$ cat config.mk
export PLATFORM = sky130hd
export DESIGN_NAME = jpeg_header_length_scanner_top_flat
export DESIGN_NICKNAME = d
export VERILOG_FILES = /design/src/hw/rtl/jhls_pkg.sv /design/src/hw/rtl/jhls_in_if.sv /design/src/hw/rtl/jhls_out_if.sv /design/src/hw/rtl/jpeg_header_length_scanner_top.sv /design/src/flat_wrapper.sv
export SDC_FILE = /design/constraint.sdc
export NUM_CORES = 1
export LEC_CHECK = 0
export ABC_AREA = 1
export BUFFER_PORTS_ARGS = -buffer_cell sky130_fd_sc_hd__buf_2
export CAP_MARGIN = 25
export CORE_UTILIZATION = 45
export DETAILED_ROUTE_END_ITERATION = 16
export HOLD_SLACK_MARGIN = 0.08
export PLACE_DENSITY_LB_ADDON = 0.12
export SYNTH_ARGS = -nofsm -noshare
export SYNTH_HDL_FRONTEND = slang
export SYNTH_SLANG_ARGS = --single-unit
$ cat constraint.sdc
create_clock -name i_clk -period 3.6 [get_ports i_clk]
set_clock_uncertainty 0.05 [all_clocks]
set_input_delay 0.18 -clock i_clk [delete_from_list [all_inputs] [get_ports i_clk]]
set_output_delay 0.18 -clock i_clk [all_outputs]
set_load 0.1 [all_outputs]
$ cat src/hw/rtl/jhls_pkg.sv
package jhls_pkg;

    localparam int OFFSET_WIDTH_DEF = 24;
    localparam int OFFSET_WIDTH_MAX = 32;
    localparam int HDR_WIDTH        = 24;
    localparam int STATUS_WIDTH     = 3;

    localparam logic [7:0] MARK_BYTE = 8'hFF;
    localparam logic [7:0] TAG_SOI   = 8'hD8;
    localparam logic [7:0] TAG_APP0  = 8'hE0;
    localparam logic [7:0] TAG_DQT   = 8'hDB;

    localparam logic [STATUS_WIDTH-1:0] ST_FOUND      = 3'd0;
    localparam logic [STATUS_WIDTH-1:0] ST_NOT_MARKER = 3'd1;
    localparam logic [STATUS_WIDTH-1:0] ST_NOT_SOI    = 3'd2;
    localparam logic [STATUS_WIDTH-1:0] ST_NOT_APP0   = 3'd3;
    localparam logic [STATUS_WIDTH-1:0] ST_EARLY_END  = 3'd4;
    localparam logic [STATUS_WIDTH-1:0] ST_BAD_LENGTH = 3'd5;

    typedef logic [STATUS_WIDTH-1:0] t_status;
    typedef logic [HDR_WIDTH-1:0]    t_hdr;

endpackage

$ cat src/hw/rtl/jhls_in_if.sv
interface jhls_in_if;
    import jhls_pkg::*;

    logic       valid;
    logic       ready;
    logic [7:0] data_byte;
    logic       first_of_file;
    logic       end_of_file;

    modport source (output valid, output data_byte, output first_of_file,
                    output end_of_file, input ready);
    modport sink   (input valid, input data_byte, input first_of_file,
                    input end_of_file, output ready);
endinterface

$ cat src/hw/rtl/jhls_out_if.sv
interface jhls_out_if;
    import jhls_pkg::*;

    logic    valid;
    logic    ready;
    t_status status;
    t_hdr    header_bytes;

    modport source (output valid, output status, output header_bytes, input ready);
    modport sink   (input valid, input status, input header_bytes, output ready);
endinterface

$ cat src/hw/rtl/jpeg_header_length_scanner_top.sv
// Marker segment scanner for a JPEG byte stream.
// Input channel i_in: one file byte per word, with first_of_file marking
// byte 0 of a file (restarts the scan) and end_of_file marking the last byte.
// The scan checks FF D8, FF E0, then walks length-prefixed segments until a
// marker with tag DB; it reports that marker's FF offset or an error code.
// Output channel o_out: at most one word per file, status and header_bytes.
// Throughput: one byte per cycle. Each byte goes through the phase/offset
// update in the cycle it is accepted; a result word is registered and shows
// on o_out in the cycle after the byte that caused it.
// Bytes outside a scan (no first_of_file seen since the last result) are
// consumed and dropped.
// Reset (i_rst_n low, synchronous) idles the scanner and empties the output
// register. When the receiver stalls with a result word pending, the word
// holds and i_in.ready drops until it is taken; while o_out.ready is high,
// a byte is accepted in the same cycle the pending word leaves.
module jpeg_header_length_scanner_top #(
    parameter int OFFSET_WIDTH = jhls_pkg::OFFSET_WIDTH_DEF
) (
    input  logic        i_clk,
    input  logic        i_rst_n,
    jhls_in_if.sink     i_in,
    jhls_out_if.source  o_out
);
    import jhls_pkg::*;

    localparam logic [3:0] PH_IDLE    = 4'd0;
    localparam logic [3:0] PH_SOI_FF  = 4'd1;
    localparam logic [3:0] PH_SOI_TAG = 4'd2;
    localparam logic [3:0] PH_APP_FF  = 4'd3;
    localparam logic [3:0] PH_APP_TAG = 4'd4;
    localparam logic [3:0] PH_LEN_HI  = 4'd5;
    localparam logic [3:0] PH_LEN_LO  = 4'd6;
    localparam logic [3:0] PH_SKIP    = 4'd7;
    localparam logic [3:0] PH_MK_FF   = 4'd8;
    localparam logic [3:0] PH_MK_TAG  = 4'd9;

    localparam logic [OFFSET_WIDTH-1:0] OFF_MAX = '1;
    localparam logic [OFFSET_WIDTH_MAX-1:0] HDR_MAX =
        OFFSET_WIDTH_MAX'((64'd1 << HDR_WIDTH) - 64'd1);

    logic [3:0]              r_phase,  n_phase;
    logic [OFFSET_WIDTH-1:0] r_off,    n_off;
    logic [15:0]             r_skip,   n_skip;
    logic [7:0]              r_len_hi, n_len_hi;
    logic                    r_o_valid;
    t_status                 r_status, n_status;
    t_hdr                    r_hdr,    n_hdr;

    logic                    accept;
    logic                    emit;
    logic [3:0]              cur_phase;
    logic [OFFSET_WIDTH-1:0] cur_off;
    logic [OFFSET_WIDTH-1:0] mk_off;
    logic [OFFSET_WIDTH_MAX-1:0] mk_off_ext;
    logic [15:0]             seg_len;

    assign i_in.ready = !r_o_valid || o_out.ready;
    assign accept     = i_in.valid && i_in.ready;

    assign cur_phase = i_in.first_of_file ? PH_SOI_FF : r_phase;
    assign cur_off   = i_in.first_of_file ? '0 : r_off;
    assign seg_len   = {(i_in.first_of_file ? 8'd0 : r_len_hi), i_in.data_byte};

    // offset of the FF just before this tag byte
    always_comb begin
        if (cur_off == OFF_MAX) begin
            mk_off = OFF_MAX;
        end else if (cur_off != '0) begin
            mk_off = cur_off - 1'b1;
        end else begin
            mk_off = '0;
        end
        mk_off_ext = OFFSET_WIDTH_MAX'(mk_off);
    end

    always_comb begin
        n_phase  = cur_phase;
        n_off    = cur_off;
        n_skip   = i_in.first_of_file ? 16'd0 : r_skip;
        n_len_hi = i_in.first_of_file ? 8'd0 : r_len_hi;
        emit     = 1'b0;
        n_status = ST_FOUND;
        n_hdr    = '0;

        if (cur_phase != PH_IDLE) begin
            case (cur_phase)
                PH_SOI_FF, PH_APP_FF, PH_MK_FF: begin
                    if (i_in.data_byte != MARK_BYTE) begin
                        emit     = 1'b1;
                        n_status = ST_NOT_MARKER;
                    end else begin
                        n_phase = cur_phase + 4'd1;
                    end
                end
                PH_SOI_TAG: begin
                    if (i_in.data_byte != TAG_SOI) begin
                        emit     = 1'b1;
                        n_status = ST_NOT_SOI;
                    end else begin
                        n_phase = PH_APP_FF;
                    end
                end
                PH_APP_TAG: begin
                    if (i_in.data_byte != TAG_APP0) begin
                        emit     = 1'b1;
                        n_status = ST_NOT_APP0;
                    end else begin
                        n_phase = PH_LEN_HI;
                    end
                end
                PH_LEN_HI: begin
                    n_len_hi = i_in.data_byte;
                    n_phase  = PH_LEN_LO;
                end
                PH_LEN_LO: begin
                    if (seg_len[15:1] == 15'd0) begin
                        emit     = 1'b1;
                        n_status = ST_BAD_LENGTH;
                    end else begin
                        n_skip  = seg_len - 16'd2;
                        n_phase = (seg_len == 16'd2) ? PH_MK_FF : PH_SKIP;
                    end
                end
                PH_SKIP: begin
                    if (n_skip != 16'd0) begin
                        n_skip = n_skip - 16'd1;
                    end
                    if (n_skip == 16'd0) begin
                        n_phase = PH_MK_FF;
                    end
                end
                PH_MK_TAG: begin
                    if (i_in.data_byte == TAG_DQT) begin
                        emit     = 1'b1;
                        n_status = ST_FOUND;
                        n_hdr    = (mk_off_ext > HDR_MAX) ? HDR_MAX[HDR_WIDTH-1:0]
                                                          : mk_off_ext[HDR_WIDTH-1:0];
                    end else begin
                        n_phase = PH_LEN_HI;
                    end
                end
                default: begin
                    n_phase = PH_IDLE;
                end
            endcase

            if (!emit && i_in.end_of_file && n_phase != PH_IDLE) begin
                emit     = 1'b1;
                n_status = ST_EARLY_END;
                n_hdr    = '0;
            end
            if (emit) begin
                n_phase = PH_IDLE;
            end
            if (cur_off != OFF_MAX) begin
                n_off = cur_off + 1'b1;
            end
        end
    end

    always_ff @(posedge i_clk) begin
        if (!i_rst_n) begin
            r_phase   <= PH_IDLE;
            r_off     <= '0;
            r_skip    <= '0;
            r_len_hi  <= '0;
            r_o_valid <= 1'b0;
        end else begin
            if (accept) begin
                r_phase   <= n_phase;
                r_off     <= n_off;
                r_skip    <= n_skip;
                r_len_hi  <= n_len_hi;
                r_o_valid <= emit;
            end else if (o_out.ready) begin
                r_o_valid <= 1'b0;
            end
        end
    end

    always_ff @(posedge i_clk) begin
        if (accept && emit) begin
            r_status <= n_status;
            r_hdr    <= n_hdr;
        end
    end

    assign o_out.valid        = r_o_valid;
    assign o_out.status       = r_status;
    assign o_out.header_bytes = r_hdr;

endmodule
$ cat src/flat_wrapper.sv
// flat-port wrapper written by rule: the top's interface ports become plain ports
module jpeg_header_length_scanner_top_flat import jhls_pkg::*;
#(
    parameter int OFFSET_WIDTH = jhls_pkg::OFFSET_WIDTH_DEF
)
  (i_clk, i_rst_n, i_in_valid, i_in_data_byte, i_in_first_of_file, i_in_end_of_file, i_in_ready, o_out_valid, o_out_status, o_out_header_bytes, o_out_ready);
  jhls_in_if i_in_i ();
  jhls_out_if o_out_i ();
  input  logic i_clk;
  input  logic i_rst_n;
  input wire logic [$bits(i_in_i.valid)-1:0] i_in_valid;
  input wire logic [$bits(i_in_i.data_byte)-1:0] i_in_data_byte;
  input wire logic [$bits(i_in_i.first_of_file)-1:0] i_in_first_of_file;
  input wire logic [$bits(i_in_i.end_of_file)-1:0] i_in_end_of_file;
  output wire logic [$bits(i_in_i.ready)-1:0] i_in_ready;
  output wire logic [$bits(o_out_i.valid)-1:0] o_out_valid;
  output wire logic [$bits(o_out_i.status)-1:0] o_out_status;
  output wire logic [$bits(o_out_i.header_bytes)-1:0] o_out_header_bytes;
  input wire logic [$bits(o_out_i.ready)-1:0] o_out_ready;
  assign i_in_i.valid = i_in_valid;
  assign i_in_i.data_byte = i_in_data_byte;
  assign i_in_i.first_of_file = i_in_first_of_file;
  assign i_in_i.end_of_file = i_in_end_of_file;
  assign i_in_ready = i_in_i.ready;
  assign o_out_valid = o_out_i.valid;
  assign o_out_status = o_out_i.status;
  assign o_out_header_bytes = o_out_i.header_bytes;
  assign o_out_i.ready = o_out_ready;
  jpeg_header_length_scanner_top #(.OFFSET_WIDTH(OFFSET_WIDTH)) u_core (.i_clk(i_clk), .i_rst_n(i_rst_n), .i_in(i_in_i), .o_out(o_out_i));
endmodule
### Yosys cells after proc, flatten, opt, wreduce, memory -nomap -nowiden

Cells that the tools add are included.

* flip-flop bits (word level): 80
* input port bits: 14
* output and inout port bits: 29
* logic and storage cells: 96

* $add $sub $neg: 5
* $lt $le $gt $ge: 1
* equal/unequal tests: 16
* multiplexer cells: 46
* bitwise operators: 3
* reduce and logical (&&, ||, !) cells: 17

Operators with widths (number)
* $mux 24: 6
* $mux 16: 6
* $mux 4: 11
* $pmux 16 s2: 1
* $pmux 4 s7: 1
* $add 24x1->24 const B: 1
* $eq 24x24->1 const B: 1
* $gt 24x24->1 const B: 1
* $mux 8: 3
* $ne 24x24->1 const B: 1
* $ne 8x8->1 const B: 3
* $reduce_bool 24->1: 1
* $sub 24x1->24 const B: 1
* $eq 16x2->1 const B: 1
* $eq 4x3->1 const B: 4
* $logic_not 16->1: 1
* $reduce_bool 16->1: 1
* $sub 16x1->16 const B: 1
* $sub 16x2->16 const B: 1
* $logic_not 15->1: 1
* $mux 1: 12
* $pmux 3 s4: 1
* $eq 4x2->1 const B: 2
* $eq 4x4->1 const B: 2
* other kinds (15): 24

### Logic depth before layout (Yosys ltp)

Gate-level depths: netlist of run 1.

* depth in word-level cells: 15
* depth in mapped cells: 22
* gate-level depth less buffers: 20

### Worst setup path before layout of run 1

Ideal clock, no wire load.

* path type: reg2reg
* start: register u_core.r_o_valid (netlist: u_core.o_out.valid)
* end: register u_core.r_hdr[0] (netlist: u_core.o_out.header_bytes[0]) (enable)
* library setup time: 0.382 ns
* arrival: 2.861 ns
* data required time: 3.168 ns
* slack: 0.307 ns
* cell stages (with the launch flop): 7
* path buffers: 1
* period minus slack after synthesis: 3.293 ns
* path through: dfxtp_1 > nand2_1 > nand2_1 > nor2_1 > clkbuf_1 > nand2_1 > inv_1

* cells in the longest elaborated chain, start to end: 4

RTL lines
* start, declared: RTL line jpeg_header_length_scanner_top.sv:45 `logic r_o_valid;`
* start signal, assigned: RTL line jpeg_header_length_scanner_top.sv:174 `r_o_valid <= emit;`
* $logic_not 1->1: RTL line jpeg_header_length_scanner_top.sv:57 `assign i_in.ready = !r_o_valid || o_out.ready;`
* $logic_or 1x1->1: RTL line jpeg_header_length_scanner_top.sv:57
* net i_in_ready: RTL line flat_wrapper.sv:15 `output wire logic [$bits(i_in_i.ready)-1:0] i_in_ready;`
* $logic_and 1x1->1: RTL line jpeg_header_length_scanner_top.sv:58 `assign accept = i_in.valid && i_in.ready;`
* $logic_and 1x1->1: RTL line jpeg_header_length_scanner_top.sv:182 `if (accept && emit) begin`
* end signal, assigned: RTL line jpeg_header_length_scanner_top.sv:184 `r_hdr <= n_hdr;`
* end, declared: RTL line jpeg_header_length_scanner_top.sv:47 `t_hdr r_hdr, n_hdr;`

The timed path passes the listed nets, and every way through them passes these cells.
A chain may end at the register's enable or synchronous reset.

### Worst setup path in the final report of run 1

* start: register u_core.r_off[0]
* end: register u_core.r_hdr[7] (netlist: u_core.o_out.header_bytes[7]), data pin

* cells in the longest elaborated chain, start to end: 6
* elaborated cells on any way between the ends: 8
* classes of those cells: add/sub (1); order compare (1); eq/ne (1); mux (4); reduce/logical (1)

RTL lines
* start, declared: RTL line jpeg_header_length_scanner_top.sv:42 `logic [OFFSET_WIDTH-1:0] r_off, n_off;`
* start signal, assigned: RTL line jpeg_header_length_scanner_top.sv:171 `r_off <= n_off;`
* $mux 24 (*): RTL line jpeg_header_length_scanner_top.sv:61 `assign cur_off = i_in.first_of_file ? '0 : r_off;`
* $sub 24x1->24 / $reduce_bool 24->1 (equally long branches): RTL line jpeg_header_length_scanner_top.sv:69, jpeg_header_length_scanner_top.sv:68
* $mux 24: RTL line jpeg_header_length_scanner_top.sv:68 `end else if (cur_off != '0) begin`
* $mux 24 (*): RTL line jpeg_header_length_scanner_top.sv:66 `if (cur_off == OFF_MAX) begin`
* $gt 24x24->1: RTL line jpeg_header_length_scanner_top.sv:136 `n_hdr = (mk_off_ext > HDR_MAX) ? HDR_MAX[HDR_WIDTH-1:0]`
* $mux 24 (*): RTL line jpeg_header_length_scanner_top.sv:136

Every way passes the cells marked *; elsewhere a longest branch is shown, timed or not.

==> results of run 1 <==
## layer usage
metal,routed length (um),GRT usage,vias to the layer above
met1,8800,0.384,2837
met5,0,0,-
met4,260,0.0705,0
met3,1020,0.0475,25
li1,-,-,3184
met2,6860,0.361,200
## worst paths after layout
kind                                         from                      endpoint  cells past startpoint
worst max-delay path              u_core.r_off[0]  u_core.o_out.header_bytes[7]                     17
worst min-delay path                  o_out_ready            u_core.o_out.valid                      4
worst max register to register    u_core.r_off[0]  u_core.o_out.header_bytes[7]                     17
worst min register to register  u_core.r_phase[3]             u_core.r_phase[3]                      2
## flip-flops by register name (all words and copies together) (netlist names)
name                       flops
u_core.r_len_hi                8
u_core.o_out.header_bytes     24
u_core.o_out.valid             1
u_core.r_off                  24
u_core.r_skip                 16
u_core.o_out.status            3
u_core.r_phase                 4
## layout make-up
type,instances,area [sq um]
sequential,80,1870
clock buffer,11,233
inverter,149,562
clock inverter,5,58.8
multi-input combinational,682,3450
fill,1297,6140
timing repair buffer,58,343
tap,172,215
## power by group
group	internal [mW]	total (mW)	switching (mW)
logic	0.122	0.505	0.383
clock network	0.538	0.921	0.384
registers	0.966	0.981	0.0149
## cells in the mapped netlist, drive strengths merged
cell type | instances | share of area
nand2 | 204 | 0.13
nor2 | 145 | 0.10
inv | 144 | 0.090
o21ai | 66 | 0.055
nand3 | 58 | 0.051
dfxtp | 53 | 0.18
a21oi | 47 | 0.039
nor3 | 33 | 0.030
o211ai | 28 | 0.035
edfxtp | 27 | 0.13
clkbuf | 19 | 0.012
nor4 | 17 | 0.019
nand4 | 16 | 0.017
xor2 | 12 | 0.017
buf | 11 | 0.015
ha | 9 | 0.019
a211oi | 8 | 0.0099
a22oi | 7 | 0.0087
clkinv | 5 | 0.0031
o31ai | 5 | 0.0062
xnor2 | 5 | 0.0072
nor3b | 4 | 0.0050
a31oi | 3 | 0.0031
or2 | 3 | 0.0031
a32o | 2 | 0.0033
and3 | 2 | 0.0021
o221ai | 2 | 0.0029
o22ai | 2 | 0.0021
and2 | 1 | 0.0010
nand3b | 1 | 0.0012
o2111ai | 1 | 0.0014
o32ai | 1 | 0.0014
## cells by family (layout without fill, tap and decap cells)
family,count (synthesis),in the layout,share of synthesized area
simple gates,484,484,0.359
buf+inv,179,223,0.120
compound gates,172,172,0.168
flops,80,80,0.310
xor+xnor,17,17,0.0246
fa+ha+maj,9,9,0.0186
## worst register-to-register path, stage by stage, from the launching register on
cell,delay (ps)
dfxtp_1,310
inv_1,60
nor2_1,70
inv_1,140
ha_1,180
inv_1,50
nor2_1,130
nand3_1,110
nor2_1,210
inv_1,140
nor2_4,180
nand4_1,120
or2_1,250
nor2_2,140
nand3_2,120
nor2_2,190
buf_4,290
nor4_1,100
==> impl_metrics.json, run 1 <==
{
  "drt_wl_total_um": 16900,
  "dp_hpwl_um": 12900,
  "coreArea_sq_um": 12900,
  "maxSlewViolCount": 0,
  "cts-hold-fix-buffers": 0,
  "post-route-util": 0.523,
  "status": "complete, no violations",
  "place_ws_ps": 423,
  "first_pass_iters": 7,
  "crit_chain": "inv_1, nor2_1, inv_1, ha_1, inv_1, nor2_1, nand3_1, nor2_1, inv_1, nor2_4, nand4_1, or2_1, nor2_2, nand3_2, nor2_2, buf_4, nor4_1",
  "synth_seq_cells": 80,
  "relSlewSlack": 0.461,
  "numCtsBuffers": 9,
  "die_height_um": 118,
  "setup_viol": 0,
  "finalCriticalPeriod_ps": 3080,
  "rrSetupSlack_ps": 520,
  "first_global_vias": 5619,
  "final_cells": 1157,
  "slowest_stage": "dfxtp_1",
  "syn_inst": 941,
  "cts_setup_buffers": 0,
  "boundaryPins": 43,
  "cp_num_buf_inv": 5,
  "fin_ws_ps": 520,
  "syn_nets": 964,
  "clkSinkCount": 80,
  "cpPeakStageDelay_ps": 310,
  "rsz0062_at_grt": "no",
  "antennaDiodeCount": 0,
  "timing.hold.ws_ps": 91.2,
  "drc": 0,
  "p_total_mw": 2.41,
  "vias": 6246,
  "clkLatencyLatePin_ps": 350,
  "avgViaCountPerCell": 5.40,
  "overflow": 0,
  "period_share": 0.855,
  "ys_seq_area_frac": 0.310,
  "cp_common_cell": "inv_1",
  "worst_hold_path_type": "in -> reg",
  "antenna_found_initial": 0,
  "final_common_cell": "nand2_1",
  "gp_congestion": 0.914,
  "mostFrequentLayoutCells": "nand2_1 (196), inv_1 (141), nor2_1 (127)",
  "initial_core_util": 0.470,
  "synth.distinct_cells": 47,
  "area_delta_synth_final_pct": 11.4,
  "cp.arrival_ps": 3110,
  "synthesis.area_sq_um": 6050,
  "yosysWarnings": 0,
  "grt_max_degree": 40,
  "worst_slew_pin_slew_ps": 804,
  "cts-root-buf": "clkbuf_16",
  "portBuffers": 42,
  "cts_max_level": 3,
  "peakVddDrop_uv": 192,
  "dpl.cell_count": 1141,
  "die_width_um": 118,
  "grt_pass1_wl_um": 28500,
  "nNetsFinal": 1003,
  "first_iter_violations": 586,
  "cp.required_ps": 3630,
  "rows": 41,
  "crit_family": "simple AND/OR/NAND/NOR gates",
  "start_kind": "register",
  "timing.setup.tns_ps": 0,
  "place_area_sq_um": 6440,
  "dieArea_sq_um": 13900,
  "criticalPathCategory": "reg -> reg",
  "cp-end-kind": "register",
  "hold_viol": 0,
  "path_clk_slew_ps": 60,
  "fmax_ghz": 0.325,
  "crit_fanout": 19,
  "stdcell_area_sq_um": 6730,
  "grt_usage": 0.254,
  "p_leak_nw": 3.11,
  "maxCapViolCount": 0,
  "cts_tree": "yes",
  "drt.antenna.violating_nets": 0,
  "syn_area_per_cell_sq_um": 6.42,
  "cts_buffer_depth": 2,
  "drive_gt1_frac": 0.113,
  "wl_per_cell_um": 14.6,
  "power_density_nw_per_um2": 357,
  "cts_resized": 0
}
No activity file was read; power rests on OpenSTA's default activity.
==> run 2: changes to the inputs <==
==> constraint.sdc (replaced) <==
create_clock -name i_clk -period 3.6 [get_ports i_clk]
set_clock_uncertainty 0.05 [all_clocks]
set_input_delay 0.72 -clock i_clk [delete_from_list [all_inputs] [get_ports i_clk]]
set_output_delay 0.72 -clock i_clk [all_outputs]
set_load 0.1 [all_outputs]
==> impl_metrics.json, run 2 (same netlist as run 1, synthesis figures left out) <==
{
  "wl_met3_um": 1270,
  "cts-hold-fix-buffers": 0,
  "pwr-share-clk": 0.365,
  "wl_met1_um": 9030,
  "cp.required_ps": 3630,
  "crit_fanout": 15,
  "cts-root-buf": "clkbuf_16",
  "drt_wl_total_um": 17400,
  "coreArea_sq_um": 12900,
  "cts_resized": 0,
  "peakVddDrop_uv": 234,
  "sw_frac_of_total": 0.340,
  "fmax_ghz": 0.306,
  "status": "complete, no violations",
  "comb_power_share": 0.223,
  "grt_usage": 0.256,
  "cp_num_buf_inv": 5,
  "clkSinkCount": 80,
  "cts_setup_buffers": 0,
  "gp_congestion": 0.966,
  "wl_per_cell_um": 14.7,
  "die_width_um": 118,
  "first_pass_iters": 5,
  "cp-end-kind": "register",
  "hold_depth": 2,
  "nFillCells": 1334,
  "rows": 41,
  "relSlewSlack": 0.593,
  "first_iter_violations": 680,
  "start_kind": "primary input",
  "p_leak_nw": 3.21,
  "clkLatencyLatePin_ps": 340,
  "drc": 0,
  "numCtsBuffers": 9,
  "power_density_nw_per_um2": 345,
  "first_global_vias": 5587,
  "vias": 6294,
  "post-route-util": 0.536,
  "place_area_sq_um": 6630,
  "path_clk_slew_ps": 60,
  "stdcell_area_sq_um": 6910,
  "final_common_cell": "nand2_1",
  "top_layer_used": "met4",
  "drive_gt1_frac": 0.134,
  "cts_tree": "yes",
  "grt_pass1_wl_um": 28500,
  "period_share": 0.907,
  "cpPeakStageDelay_ps": 280,
  "p_switching_mw": 0.808,
  "crit_family": "simple AND/OR/NAND/NOR gates",
  "r2r_cells": 17,
  "die_height_um": 118,
  "antennaDiodeCount": 0,
  "hold_viol": 0,
  "worst_slew_pin_slew_ps": 608,
  "maxSlewViolCount": 0,
  "initial_core_util": 0.470,
  "setup_viol": 0,
  "worstHoldEndpoint": "u_core.r_off[1]",
  "drt.antenna.violating_nets": 0,
  "dieArea_sq_um": 13900,
  "dp_hpwl_um": 13500,
  "timing.setup.tns_ps": 0,
  "portBuffers": 42,
  "overflow": 0,
  "mostFrequentLayoutCells": "nand2_1 (196), inv_1 (140), nor2_1 (127)",
  "worst_hold_path_type": "reg -> reg",
  "rr_startpoint": "u_core.r_off[0]",
  "grt_max_degree": 29,
  "criticalPathCategory": "in -> reg",
  "nNetsFinal": 1026,
  "cts_max_level": 3,
  "maxCapViolCount": 0,
  "p_int_mw": 1.57,
  "r2r_end": "u_core.o_out.header_bytes[4]",
  "finalCriticalPeriod_ps": 3260,
  "area_delta_synth_final_pct": 14.2,
  "cp.arrival_ps": 3300,
  "wl_met2_um": 6910,
  "seqPwrFrac": 0.412,
  "crit_chain": "buf_2, nor2_1, inv_1, ha_1, inv_1, nor2_1, nand3_1, nor2_1, inv_1, nor2_4, nand4_1, or2_1, nor2_2, nand3_2, nor2_2, buf_4, a211oi_1",
  "boundaryPins": 43,
  "cts_buffer_depth": 2,
  "avgViaCountPerCell": 5.33,
  "min_from": "u_core.r_off[1]",
  "rrSetupSlack_ps": 500,
  "antenna_found_initial": 0,
  "rsz0062_at_grt": "no",
  "slowest_stage": "nor2_1"
}
## run 2: cell count changes in the layout (fill, tap and decap cells not counted), sizes merged
cell,previous run,this run
buf,58,81
bufinv,1,0
clkinv,7,8
clkbuf,11,10
clkinvlp,2,3
## run 2: worst reg2reg max path, cell delays in order (launching register included)
cell and delay [ps]:
dfxtp_1 310, inv_1 60, nor2_1 50, inv_1 70, ha_1 160, inv_1 50
nor2_1 280, nand3_1 140, nor2_1 210, inv_1 130, nor2_4 180, nand4_1 150
or2_1 260, nor2_2 130, nand3_2 110, nor2_2 150, buf_4 250, a211oi_1 90
## run 2: routing by layer
metal | vias up | GRT usage
li1 | 3247 | -
met2 | 220 | 0.361
met4 | 0 | 0.0657
met5 | - | 0
met1 | 2811 | 0.398
met3 | 16 | 0.0363
## run 2: layout make-up
type | count | area [sq um] | area share
multi-input cells | 682 | 3450 | 0.500
flip-flops and latches | 80 | 1870 | 0.271
inverters | 149 | 566 | 0.0819
repair buffers | 81 | 528 | 0.0765
clock buffers | 10 | 229 | 0.0332
well taps | 172 | 215 | 0.0312
clock inverters | 6 | 45.0 | 0.00652
## run 2: through the flow
step	setup slack [ps]	power (mW)	std cells	hold slack, ps
floorplan	13.1	1.40	941	395
global placement	93.5	1.53	1164	417
detailed placement	74.9	1.52	1164	412
CTS	410	2.39	1180	422
global route	173	2.48	1180	456
finish	336	2.38	1180	418
## run 2: worst max path at each step
stage / start / slack, ps / end / cells past startpoint
floorplan: i_in_first_of_file / 10 / u_core.o_out.header_bytes[0] / 20
global placement: i_in_first_of_file / 90 / u_core.o_out.header_bytes[4] / 17
detailed placement: i_in_first_of_file / 70 / u_core.o_out.header_bytes[4] / 17
CTS: i_in_first_of_file / 410 / u_core.o_out.header_bytes[4] / 17
global route: i_in_first_of_file / 170 / u_core.o_out.header_bytes[3] / 22
finish: i_in_first_of_file / 340 / u_core.o_out.header_bytes[4] / 17
## run 2: power groups by stage
stage                     registers (mW)  clock network (mW)  logic (mW)
after CTS                          0.980               0.888       0.526
final                              0.980               0.869       0.532
after global placement              1.00                   0       0.526
after detailed placement            1.00                   0       0.524
after floorplan                     1.12                   0       0.281
after global routing               0.983               0.916       0.578
==> run 3: changes to the inputs <==
--- a/config.mk
+++ b/config.mk
@@ -12,6 +12,7 @@
 export DETAILED_ROUTE_END_ITERATION = 16
 export HOLD_SLACK_MARGIN = 0.08
 export PLACE_DENSITY_LB_ADDON = 0.12
+export REMOVE_ABC_BUFFERS = 1
 export SYNTH_ARGS = -nofsm -noshare
 export SYNTH_HDL_FRONTEND = slang
 export SYNTH_SLANG_ARGS = --single-unit
==> impl_metrics.json, run 3 (same netlist as run 1, synthesis figures left out) <==
{
  "setup_viol": 0,
  "cts-hold-fix-buffers": 0,
  "met2_usage": 0.368,
  "place_area_sq_um": 6610,
  "nNetsFinal": 1022,
  "dp_hpwl_um": 12900,
  "area_delta_synth_final_pct": 14.4,
  "die_height_um": 118,
  "cts-root-buf": "clkbuf_16",
  "crit_fanout": 26,
  "cp.arrival_ps": 3180,
  "cts_tree": "yes",
  "first_pass_iters": 5,
  "maxSlewViolCount": 0,
  "cts_resized": 0,
  "grt_usage": 0.250,
  "slowest_stage": "nor3_1",
  "grt_max_degree": 29,
  "avgViaCountPerCell": 5.27,
  "cpPeakStageDelay_ps": 360,
  "power_density_nw_per_um2": 357,
  "numCtsBuffers": 9,
  "dieArea_sq_um": 13900,
  "antenna_found_initial": 0,
  "vias": 6195,
  "drt.antenna.violating_nets": 0,
  "cts_max_level": 3,
  "first_iter_violations": 479,
  "boundaryPins": 43,
  "rows": 41,
  "peakVddDrop_uv": 280,
  "period_share": 0.883,
  "cp.required_ps": 3610,
  "wl_per_cell_um": 14.3,
  "die_width_um": 118,
  "cp_num_buf_inv": 9,
  "criticalPathCategory": "in -> reg",
  "antennaDiodeCount": 0,
  "start_kind": "primary input",
  "busiest_layer": "met1",
  "drc": 0,
  "nFillCells": 1359,
  "worst_hold_path_type": "reg -> reg",
  "clkSinkCount": 80,
  "cts_buffer_depth": 2,
  "cp-end-kind": "register",
  "drt_wl_total_um": 16800,
  "hold_viol": 0,
  "final_common_cell": "nand2_1",
  "worst_slew_pin_slew_ps": 579,
  "drive_gt1_frac": 0.131,
  "cts_setup_buffers": 0,
  "stdcell_area_sq_um": 6920,
  "clkLatencyLatePin_ps": 350,
  "mostFrequentLayoutCells": "nand2_1 (196), inv_1 (141), nor2_1 (127)",
  "grt_pass1_wl_um": 27800,
  "place_ws_ps": 60.1,
  "maxCapViolCount": 0,
  "crit_family": "buffers and inverters",
  "status": "complete, no violations",
  "overflow": 0,
  "fmax_ghz": 0.315,
  "cp_common_cell": "inv_1",
  "first_global_vias": 5647,
  "met1_usage": 0.369,
  "portBuffers": 42,
  "p_leak_nw": 3.23,
  "met3_usage": 0.0407,
  "initial_core_util": 0.470,
  "coreArea_sq_um": 12900,
  "finalCriticalPeriod_ps": 3180,
  "relSlewSlack": 0.611,
  "gp_congestion": 0.897,
  "crit_chain": "buf_2, buf_4, nor2_2, inv_1, ha_1, inv_1, nor3_1, inv_1, a21oi_1, nor3_1, o21ai_0, inv_1, nand2_1, inv_1, nand3_1, nand2_2, nand2_1, nand2_1, inv_1, buf_12",
  "fin_ws_ps": 421,
  "path_clk_slew_ps": 60,
  "rsz0062_at_grt": "no"
}
-- run 3: changes by cell type in the layout (fill, tap and decap cells not counted), sizes merged --
| cell | change |
|---|---|
| buf | -4 |
| bufinv | +1 |
| clkinvlp | -2 |
| inv | +1 |
-- run 3: through the flow --
| stage | power [mW] | utilization | setup TNS [ps] | hold WS [ps] | std cells |
|---|---|---|---|---|---|
| after floorplan | 1.38 | - | -1030 | 395 | 911 |
| after global placement | 1.52 | 0.513 | 0 | 406 | 1160 |
| after detailed placement | 1.52 | 0.513 | 0 | 408 | 1160 |
| after CTS | 2.48 | 0.537 | 0 | 418 | 1176 |
| after global routing | 2.57 | 0.537 | 0 | 455 | 1176 |
| final | 2.47 | 0.537 | 0 | 416 | 1176 |
-- run 3: worst min-delay path, cell delays in order, from the launching register on --
cell and delay (ps):
dfxtp_1 310, nand2_1 60, a21oi_1 50
-- run 3: cell type report --
cell class,count,area [sq um],area share
clock buffers,10,239,0.0346
clock inverters,6,67.6,0.00977
inverters,149,562,0.0812
multi-input cells,682,3450,0.499
flip-flops and latches,80,1870,0.271
well taps,172,215,0.0311
repair buffers,77,510,0.0738
-- run 3: final timing paths --
check	startpoint	endpoint	slack, ps	cells after the start
hold / removal	u_core.r_off[1]	u_core.r_off[1]	420	2
setup reg to reg	u_core.r_off[0]	u_core.o_out.header_bytes[2]	640	19
setup / recovery	i_in_first_of_file	u_core.o_out.header_bytes[13]	420	20
hold reg to reg	u_core.r_off[1]	u_core.r_off[1]	420	2
-- run 3: per-layer routing --
metal / routed length, um / part of all wire / up-vias
met2: 7010 / 0.42 / 190
met1: 8440 / 0.50 / 2757
met5: 0 / 0 / -
li1: - / - / 3230
met4: 248 / 0.015 / 0
met3: 1070 / 0.064 / 18
-- run 3: power breakdown --
part           internal, mW  leakage, nW  switching [mW]
combinational         0.137         2.39           0.390
sequential            0.966        0.689          0.0145
clock                 0.560        0.150           0.401
total                  1.66         3.23           0.806
